## src/hdl/lcdsmt_pkg.sv

```systemverilog
// Shared types, register map and timing constants for the LCD scanline mode timer.
package lcdsmt_pkg;

  localparam int DOTS_PER_LINE   = 456;
  localparam int LINES_PER_FRAME = 154;
  localparam int VISIBLE_LINES   = 144;
  localparam int DRAW_DOTS       = 172;
  localparam int SCAN_DOTS       = 80;
  localparam int HBLANK_DOT      = SCAN_DOTS + DRAW_DOTS;
  localparam bit HBLANK_REACHED  = (HBLANK_DOT < DOTS_PER_LINE);

  localparam int DOT_W  = 9;
  localparam int LINE_W = 8;

  localparam logic [7:0] ENABLE_MASK  = 8'h80;
  localparam logic [7:0] SOURCES_MASK = 8'h78;

  localparam logic [15:0] ADDR_LCDC = 16'hFF40;
  localparam logic [15:0] ADDR_STAT = 16'hFF41;
  localparam logic [15:0] ADDR_SCY  = 16'hFF42;
  localparam logic [15:0] ADDR_SCX  = 16'hFF43;
  localparam logic [15:0] ADDR_LY   = 16'hFF44;
  localparam logic [15:0] ADDR_LYC  = 16'hFF45;
  localparam logic [15:0] ADDR_BGP  = 16'hFF47;
  localparam logic [15:0] ADDR_OBP0 = 16'hFF48;
  localparam logic [15:0] ADDR_OBP1 = 16'hFF49;

  localparam logic [1:0] MODE_HBLANK = 2'd0;
  localparam logic [1:0] MODE_VBLANK = 2'd1;
  localparam logic [1:0] MODE_SCAN   = 2'd2;
  localparam logic [1:0] MODE_DRAW   = 2'd3;

  typedef enum logic [1:0] {
    OP_TICK  = 2'd0,
    OP_READ  = 2'd1,
    OP_WRITE = 2'd2
  } op_t;

  typedef struct packed {
    logic [7:0]        read_data;
    logic              vblank_irq;
    logic              stat_irq;
    logic              frame_done;
    logic [1:0]        current_mode;
    logic [LINE_W-1:0] current_line;
  } res_t;

  function automatic logic stat_hit(input logic match, input logic [1:0] mode,
                                    input logic [3:0] sources);
    stat_hit = (match && sources[3]) ||
               (mode == MODE_HBLANK && sources[0]) ||
               (mode == MODE_SCAN && sources[2]) ||
               (mode == MODE_VBLANK && sources[1]);
  endfunction

endpackage

```

## src/hdl/lcd_scanline_mode_timer.sv

```systemverilog
// Top level of the LCD scanline mode timer: handshake ports, timing core, result queue.
// Each result is registered in the result queue before it is presented on out_valid.
// Throughput: one item per cycle; a two-entry result queue keeps in_ready high while
// one result waits, so input stalls only when two results are held.
// Reset (rst_n low, synchronous): counters, mode, flags and all LCD registers clear to 0
// and the result queue empties.
module lcd_scanline_mode_timer import lcdsmt_pkg::*; (
  input  logic        clk,
  input  logic        rst_n,
  input  logic        in_valid,
  output logic        in_ready,
  input  logic [1:0]  in_op,
  input  logic [15:0] in_address,
  input  logic [7:0]  in_write_data,
  input  logic        in_stat_pending,
  output logic        out_valid,
  input  logic        out_ready,
  output logic [7:0]  out_read_data,
  output logic        out_vblank_irq,
  output logic        out_stat_irq,
  output logic        out_frame_done,
  output logic [1:0]  out_current_mode,
  output logic [7:0]  out_current_line
);

  logic fire;
  logic can_push;
  res_t step_res;
  res_t head;

  assign in_ready = can_push;
  assign fire     = in_valid && can_push;

  lcdsmt_timing u_timing (
    .clk          (clk),
    .rst_n        (rst_n),
    .fire         (fire),
    .op           (in_op),
    .address      (in_address),
    .write_data   (in_write_data),
    .stat_pending (in_stat_pending),
    .res          (step_res)
  );

  lcdsmt_out_buf u_out_buf (
    .clk       (clk),
    .rst_n     (rst_n),
    .push      (fire),
    .push_data (step_res),
    .can_push  (can_push),
    .out_valid (out_valid),
    .out_ready (out_ready),
    .out_data  (head)
  );

  assign out_read_data    = head.read_data;
  assign out_vblank_irq   = head.vblank_irq;
  assign out_stat_irq     = head.stat_irq;
  assign out_frame_done   = head.frame_done;
  assign out_current_mode = head.current_mode;
  assign out_current_line = head.current_line;

endmodule

```

## src/hdl/lcdsmt_timing.sv

```systemverilog
// LCD register file, dot/line counters, mode sequencing and interrupt requests.
module lcdsmt_timing import lcdsmt_pkg::*; (
  input  logic        clk,
  input  logic        rst_n,
  input  logic        fire,
  input  logic [1:0]  op,
  input  logic [15:0] address,
  input  logic [7:0]  write_data,
  input  logic        stat_pending,
  output res_t        res
);

  logic [DOT_W-1:0]  dot_r, dot_nxt;
  logic [LINE_W-1:0] line_r, line_nxt;
  logic [1:0]        mode_r, mode_nxt;
  logic              match_r, match_nxt;
  logic [7:0]        lcdc_r, lcdc_nxt;
  logic [3:0]        src_r, src_nxt;
  logic [7:0]        scy_r, scy_nxt;
  logic [7:0]        scx_r, scx_nxt;
  logic [7:0]        lyc_r, lyc_nxt;
  logic [7:0]        bgp_r, bgp_nxt;
  logic [7:0]        obp0_r, obp0_nxt;
  logic [7:0]        obp1_r, obp1_nxt;

  logic [DOT_W:0]    dot_inc;
  logic [LINE_W-1:0] line_inc;
  logic [7:0]        rd;
  logic              vblank, stat, frame;
  logic              match_new;

  always_comb begin
    dot_nxt   = dot_r;
    line_nxt  = line_r;
    mode_nxt  = mode_r;
    match_nxt = match_r;
    lcdc_nxt  = lcdc_r;
    src_nxt   = src_r;
    scy_nxt   = scy_r;
    scx_nxt   = scx_r;
    lyc_nxt   = lyc_r;
    bgp_nxt   = bgp_r;
    obp0_nxt  = obp0_r;
    obp1_nxt  = obp1_r;
    rd        = 8'd0;
    vblank    = 1'b0;
    stat      = 1'b0;
    frame     = 1'b0;
    dot_inc   = {1'b0, dot_r} + (DOT_W+1)'(1);
    line_inc  = line_r + LINE_W'(1);
    match_new = 1'b0;

    unique case (op_t'(op))
      OP_READ: begin
        unique case (address)
          ADDR_LCDC: rd = lcdc_r;
          ADDR_STAT: rd = {1'b1, src_r, match_r, mode_r};
          ADDR_SCY:  rd = scy_r;
          ADDR_SCX:  rd = scx_r;
          ADDR_LY: begin
            if ((lcdc_r & ENABLE_MASK) == 8'd0) begin
              line_nxt = '0;
              rd = 8'd0;
            end else begin
              rd = line_r;
            end
          end
          ADDR_LYC:  rd = lyc_r;
          ADDR_BGP:  rd = bgp_r;
          ADDR_OBP0: rd = obp0_r;
          ADDR_OBP1: rd = obp1_r;
          default:   rd = 8'd0;
        endcase
      end
      OP_WRITE: begin
        unique case (address)
          ADDR_LCDC: begin
            lcdc_nxt = write_data;
            if ((write_data & ENABLE_MASK) != 8'd0) mode_nxt = MODE_SCAN;
          end
          ADDR_STAT: src_nxt = write_data[6:3];
          ADDR_SCY:  scy_nxt = write_data;
          ADDR_SCX:  scx_nxt = write_data;
          ADDR_LYC: begin
            lyc_nxt   = write_data;
            match_new = (write_data == line_r);
            match_nxt = match_new;
            stat      = !stat_pending && stat_hit(match_new, mode_r, src_r);
          end
          ADDR_BGP:  bgp_nxt  = write_data;
          ADDR_OBP0: obp0_nxt = write_data;
          ADDR_OBP1: obp1_nxt = write_data;
          default: ;
        endcase
      end
      OP_TICK: begin
        if ((lcdc_r & ENABLE_MASK) != 8'd0) begin
          if (line_r < LINE_W'(VISIBLE_LINES)) begin
            if (dot_r == '0) begin
              match_new = (lyc_r == line_r);
              match_nxt = match_new;
              stat      = !stat_pending && stat_hit(match_new, mode_r, src_r);
              mode_nxt  = MODE_SCAN;
            end
            if (dot_r == DOT_W'(SCAN_DOTS)) mode_nxt = MODE_DRAW;
            if (HBLANK_REACHED && dot_r == DOT_W'(HBLANK_DOT)) mode_nxt = MODE_HBLANK;
          end else if (line_r == LINE_W'(VISIBLE_LINES) && dot_r == '0) begin
            mode_nxt = MODE_VBLANK;
            vblank   = 1'b1;
          end
          if (dot_inc >= (DOT_W+1)'(DOTS_PER_LINE)) begin
            dot_nxt = '0;
            if (line_inc >= LINE_W'(LINES_PER_FRAME)) begin
              line_nxt = '0;
              frame    = 1'b1;
            end else begin
              line_nxt = line_inc;
            end
          end else begin
            dot_nxt = dot_inc[DOT_W-1:0];
          end
        end
      end
      default: ;
    endcase

    res.read_data    = rd;
    res.vblank_irq   = vblank;
    res.stat_irq     = stat;
    res.frame_done   = frame;
    res.current_mode = mode_nxt;
    res.current_line = line_nxt;
  end

  always_ff @(posedge clk) begin
    if (!rst_n) begin
      dot_r   <= '0;
      line_r  <= '0;
      mode_r  <= MODE_HBLANK;
      match_r <= 1'b0;
      lcdc_r  <= 8'd0;
      src_r   <= 4'd0;
      scy_r   <= 8'd0;
      scx_r   <= 8'd0;
      lyc_r   <= 8'd0;
      bgp_r   <= 8'd0;
      obp0_r  <= 8'd0;
      obp1_r  <= 8'd0;
    end else if (fire) begin
      dot_r   <= dot_nxt;
      line_r  <= line_nxt;
      mode_r  <= mode_nxt;
      match_r <= match_nxt;
      lcdc_r  <= lcdc_nxt;
      src_r   <= src_nxt;
      scy_r   <= scy_nxt;
      scx_r   <= scx_nxt;
      lyc_r   <= lyc_nxt;
      bgp_r   <= bgp_nxt;
      obp0_r  <= obp0_nxt;
      obp1_r  <= obp1_nxt;
    end
  end

  a_dot_range: assert property (@(posedge clk) disable iff (!rst_n)
    dot_r < DOT_W'(DOTS_PER_LINE))
    else $error("dot counter out of range");

  a_draw_window: assert property (@(posedge clk) disable iff (!rst_n)
    mode_r == MODE_DRAW |-> line_r < LINE_W'(VISIBLE_LINES) &&
      dot_r > DOT_W'(SCAN_DOTS) && dot_r <= DOT_W'(HBLANK_DOT))
    else $error("draw mode outside its window");

  a_stat_gated: assert property (@(posedge clk) disable iff (!rst_n)
    fire && res.stat_irq |-> !stat_pending)
    else $error("stat request while one is pending");

  a_frame_line0: assert property (@(posedge clk) disable iff (!rst_n)
    fire && res.frame_done |=> line_r == '0 && dot_r == '0)
    else $error("frame wrap left counters nonzero");

endmodule

```

## src/hdl/lcdsmt_out_buf.sv

```systemverilog
// Two-entry result queue: output register plus skid register.
module lcdsmt_out_buf import lcdsmt_pkg::*; (
  input  logic clk,
  input  logic rst_n,
  input  logic push,
  input  res_t push_data,
  output logic can_push,
  output logic out_valid,
  input  logic out_ready,
  output res_t out_data
);

  logic out_valid_r, skid_valid_r;
  res_t out_r, skid_r;

  assign can_push  = !skid_valid_r;
  assign out_valid = out_valid_r;
  assign out_data  = out_r;

  always_ff @(posedge clk) begin
    if (!rst_n) begin
      out_valid_r  <= 1'b0;
      skid_valid_r <= 1'b0;
    end else if (!out_valid_r || out_ready) begin
      if (skid_valid_r) begin
        out_valid_r  <= 1'b1;
        skid_valid_r <= 1'b0;
      end else begin
        out_valid_r <= push;
      end
    end else if (push) begin
      skid_valid_r <= 1'b1;
    end
  end

  always_ff @(posedge clk) begin
    if (!out_valid_r || out_ready) begin
      if (skid_valid_r) begin
        out_r <= skid_r;
      end else if (push) begin
        out_r <= push_data;
      end
    end else if (push) begin
      skid_r <= push_data;
    end
  end

  a_skid_needs_out: assert property (@(posedge clk) disable iff (!rst_n)
    skid_valid_r |-> out_valid_r)
    else $error("skid entry without output entry");

  a_no_push_full: assert property (@(posedge clk) disable iff (!rst_n)
    skid_valid_r |-> !push)
    else $error("push into full queue");

  a_skid_drains: assert property (@(posedge clk) disable iff (!rst_n)
    skid_valid_r && out_ready |=> !skid_valid_r && out_valid_r)
    else $error("skid entry not moved forward");

endmodule

```

## config.mk

```make
export PLATFORM = sky130hd
export DESIGN_NAME = lcd_scanline_mode_timer
export DESIGN_NICKNAME = d
export VERILOG_FILES = /design/src/hdl/lcdsmt_pkg.sv /design/src/hdl/lcd_scanline_mode_timer.sv /design/src/hdl/lcdsmt_timing.sv /design/src/hdl/lcdsmt_out_buf.sv
export SDC_FILE = /design/constraint.sdc
export NUM_CORES = 1
export LEC_CHECK = 0
export BUFFER_PORTS_ARGS = -buffer_cell sky130_fd_sc_hd__buf_2
export CAP_MARGIN = 20
export CORE_MARGIN = 2
export CORE_UTILIZATION = 35
export CTS_CLUSTER_DIAMETER = 50
export DETAILED_ROUTE_END_ITERATION = 16
export GPL_TIMING_DRIVEN = 0
export HOLD_SLACK_MARGIN = 0.08
export PLACE_DENSITY_LB_ADDON = 0.3
export SLEW_MARGIN = 10
export SYNTH_ARGS = -nofsm -noshare
export SYNTH_HDL_FRONTEND = slang
export SYNTH_SLANG_ARGS = --single-unit
```

## constraint.sdc

```tcl
create_clock -name clk -period 3.6 [get_ports clk]
set_input_delay 0 -clock clk [delete_from_list [all_inputs] [get_ports clk]]
set_output_delay 0 -clock clk [all_outputs]
set_load 0.01 [all_outputs]
```

==> flow_metrics.env <==
export IMPL_status="complete, no violations"
export IMPL_timing_final_crit_share_pct=93.2
export IMPL_synth_distinct_cells=72
export IMPL_finalNetCount=854
export IMPL_setup_ws_ns=0.245
export IMPL_worst_ep_required_time_ns=3.89
export IMPL_leakagePower_nw=2.71
export IMPL_syn_instance_count=747
export IMPL_crit_slowest_cell="o41ai_4"
export IMPL_antenna_found_initial=0
export IMPL_synth_edf_count=42
export IMPL_synthFlopType="dfxtp_1"
export IMPL_row_count=49
export IMPL_cpPeakStageDelay_ns=0.58
export IMPL_hold_viol_final=0
export IMPL_first_pass_iters=5
export IMPL_relSlewSlack_pct=42.3
export IMPL_ff2ff_setup_slack_ns=0.24
export IMPL_grt_max_degree=22
export IMPL_path_buf_inv=2
export IMPL_cts_buffers=17
export IMPL_drive_above_1_share_pct=14.7
export IMPL_dp_cells=1021
export IMPL_startpoint="u_timing.line_r[0]"
export IMPL_power_density_nw_per_um2=445
export IMPL_drv_cap=0
export IMPL_die_w_microns=140
export IMPL_worstSetupPathDepth=10
export IMPL_r2r_worst_path_cells=10
export IMPL_pre_cts_ws_ns=0.370
export IMPL_worstMarginPinSlew_ns=0.866
export IMPL_r2r_end="u_out_buf.out_data[3]"
export IMPL_path_max_fanout=8
export IMPL_peakVddDrop_v=0.000333
export IMPL_die_y_microns=140
export IMPL_portBuffers=44
export IMPL_synth_top_area_share_pct=25.5
export IMPL_slew_viol_final=0
export IMPL_syn_area_sq_um=6430
export IMPL_rsz0062_at_grt="no"
export IMPL_clock_sinks=124
export IMPL_cp_top_family="compound AO/OA/AOI/OAI gates"
export IMPL_die_area_sq_um=19500
export IMPL_wire_per_inst_microns=17.9
export IMPL_yosysWarnings=0
export IMPL_stdcell_count=1060
export IMPL_cts_tree="done"
export IMPL_synthTopCellsByArea="dfxtp_1, edfxtp_1, nand2_1"
export IMPL_fmax_ghz=0.298
export IMPL_track_usage_pct=19.3
export IMPL_synth_seq_area_share_pct=45.2
export IMPL_avgViaCountPerCell=5.59
export IMPL_routed_wl_microns=19000
export IMPL_synth_seq_cells=124
export IMPL_cp_end_kind="register"
export IMPL_detail_route_antenna_nets=0
export IMPL_path_cells="buf_4, inv_1, ha_1, o31a_1, o21ai_0, a21oi_1, o41ai_4, nand3_1, o32ai_1, mux2_2"
export IMPL_h_tree_depth=4
export IMPL_grt_overflow=0
export IMPL_clk_pin_slew_ns=0.06
export IMPL_cts_root_buffer="clkbuf_16"
export IMPL_avgSynthCellArea_sq_um=8.60
export IMPL_fin_skew_ns=0.00550
export IMPL_yosysTopAreaCell="dfxtp_1"
export IMPL_drtIter0Drc=450
export IMPL_clkLatencyLatePin_ns=0.42
export IMPL_hp_class="primary input to register"
export IMPL_crit_type="register to register"
export IMPL_cp_endpoint="u_out_buf.out_data[3]"
export IMPL_fin_tns_setup_ns=0
export IMPL_timing_rr_start="u_timing.line_r[0]"
export IMPL_initial_core_util_pct=35.8
export IMPL_fin_crit_ns=3.36
export IMPL_core_sq_um=18000
export IMPL_place_congestion=0.890
export IMPL_synthToLayoutAreaGrowth_pct=18.6
export IMPL_arrival_ns=3.64
export IMPL_clock_path_buffers=2
export IMPL_drcViolationCount=0
export IMPL_vias=5925
export IMPL_ios=54
export IMPL_hpwl_microns=13500
export IMPL_grt_pass1_wl_microns=29700
export IMPL_grt_pass1_vias=5523
export IMPL_finalSetupViolCount=0
export IMPL_synth_nets=783
export IMPL_startpoint_type="register"
export IMPL_async_flop_share_pct=0
export IMPL_n_antenna_cell=0
==> cell type report <==
type                            instances  area, sq um
Clock buffer                           20          457
Tap cell                              229          287
Buffer                                 62          279
Timing Repair Buffer                   52          302
Fill cell                            1802        10300
Sequential cell                       124         2900
Clock inverter                         12          145
Multi-Input combinational cell        549         3200
Inverter                               12         45.0
==> worst min-delay path, stage by stage <==
cell and delay, ns:
clkbuf_1 0.25, nand3_1 0.14, a21oi_1 0.05
==> registers in the layout (all words and copies together), names as in the netlist <==
name / flops
u_timing.mode_r: 2
u_timing.dot_r: 9
u_timing.line_r: 8
u_timing.lyc_r: 8
u_timing.scy_r: 8
u_timing.obp0_r: 8
u_timing.src_r: 4
u_timing.bgp_r: 8
u_timing.obp1_r: 8
u_out_buf.skid_valid_r: 1
u_out_buf.out_data: 21
u_out_buf.skid_r: 21
u_timing.scx_r: 8
u_out_buf.out_valid: 1
u_timing.lcdc_r: 8
u_timing.match_r: 1
==> kinds of logic (layout without fill, tap and decap cells) <==
group                    count (synthesis)  count (layout)  synth area share (%)
XOR/XNOR                                25              25                  3.41
AND/OR/NAND/NOR                        321             321                  24.4
multiplexers                            13              13                  2.22
flip-flops                             124             124                  45.2
adder cells (fa/ha/maj)                  5               5                 0.974
AO/OA/AOI/OAI                          185             185                  18.8
buffers and inverters                   74             158                  5.04
==> power by group <==
| part | leakage, nW | total [W] | internal [W] | switching, W |
|---|---|---|---|---|
| registers | 1.06 | 0.00148 | 0.00147 | 0.00000778 |
| logic | 1.36 | 0.000158 | 0.0000479 | 0.000110 |
| clock network | 0.291 | 0.00175 | 0.00112 | 0.000637 |
| total | 2.71 | 0.00339 | 0.00263 | 0.000754 |
==> layer usage <==
layer	vias up	routed length [microns]	global-route usage (%)
met4	0	555	8.40
li1	2848	-	-
met1	2812	8940	26.9
met2	225	8350	29.2
met3	40	1140	3.75
met5	-	0	0
==> what timing repair did <==
action,4_1_cts,5_1_grt
gates resized for setup,0,0
buffers inserted,0,0
hold endpoints to repair,34,0
hold buffers,7,0
==> layout by cell type (no fill, tap or decap), drive strengths merged, types with 4 or more instances in the layout <==
cell,count
nor3,25
xnor2,6
and2,7
nand4,8
dfxtp,82
dlygate4sd3,7
clkinv,7
clkbuf,59
and3,11
inv,12
buf,68
ha,5
o21ai,17
o21a,5
a21oi,81
nand2,125
xor2,19
a21o,4
a22oi,21
mux2,10
nand3,75
o31ai,10
nor2,37
edfxtp,42
nor4,11
o211ai,6
a22o,7
a31oi,5
==> worst min-delay path by stage <==
stage / from / end / depth (start not counted)
after floorplan: rst_n / u_timing.line_r[3] / 1
after global placement: rst_n / u_timing.line_r[3] / 2
after detailed placement: rst_n / u_timing.dot_r[4] / 2
after CTS: in_write_data[2] / u_timing.lyc_r[2] / 3
after global routing: in_write_data[2] / u_timing.bgp_r[2] / 3
final: in_write_data[2] / u_timing.lcdc_r[2] / 3
==> cells in the mapped netlist, types with 4 or more instances <==
| cell type | number |
|---|---|
| xnor2_1 | 6 |
| o211ai_1 | 6 |
| and3_1 | 11 |
| inv_1 | 11 |
| nand4_1 | 8 |
| a21o_1 | 4 |
| a22oi_1 | 21 |
| edfxtp_1 | 42 |
| o21ai_0 | 16 |
| nand3_1 | 75 |
| a22o_1 | 7 |
| nor3_1 | 23 |
| buf_2 | 12 |
| xor2_1 | 19 |
| o31ai_1 | 10 |
| nand2_1 | 124 |
| buf_4 | 8 |
| nor2_1 | 37 |
| mux2_2 | 9 |
| and2_1 | 6 |
| o21a_1 | 5 |
| ha_1 | 5 |
| clkbuf_1 | 38 |
| a31oi_1 | 5 |
| dfxtp_1 | 82 |
| a21oi_1 | 80 |
| nor4_1 | 9 |
==> metrics by stage <==
stage | hold WS, ns | utilization (%) | total power [W] | instance area (sq um)
CTS | 0.0820 | 42.4 | 0.00340 | 7620
global route | 0.102 | 42.4 | 0.00348 | 7620
finish | 0.0880 | 42.4 | 0.00339 | 7620
global placement | 0.314 | 38.6 | 0.00165 | 6930
floorplan | 0.117 | - | 0.00159 | 6430
detailed placement | 0.315 | 38.7 | 0.00165 | 6950
(Power assumes the default switching activity.)
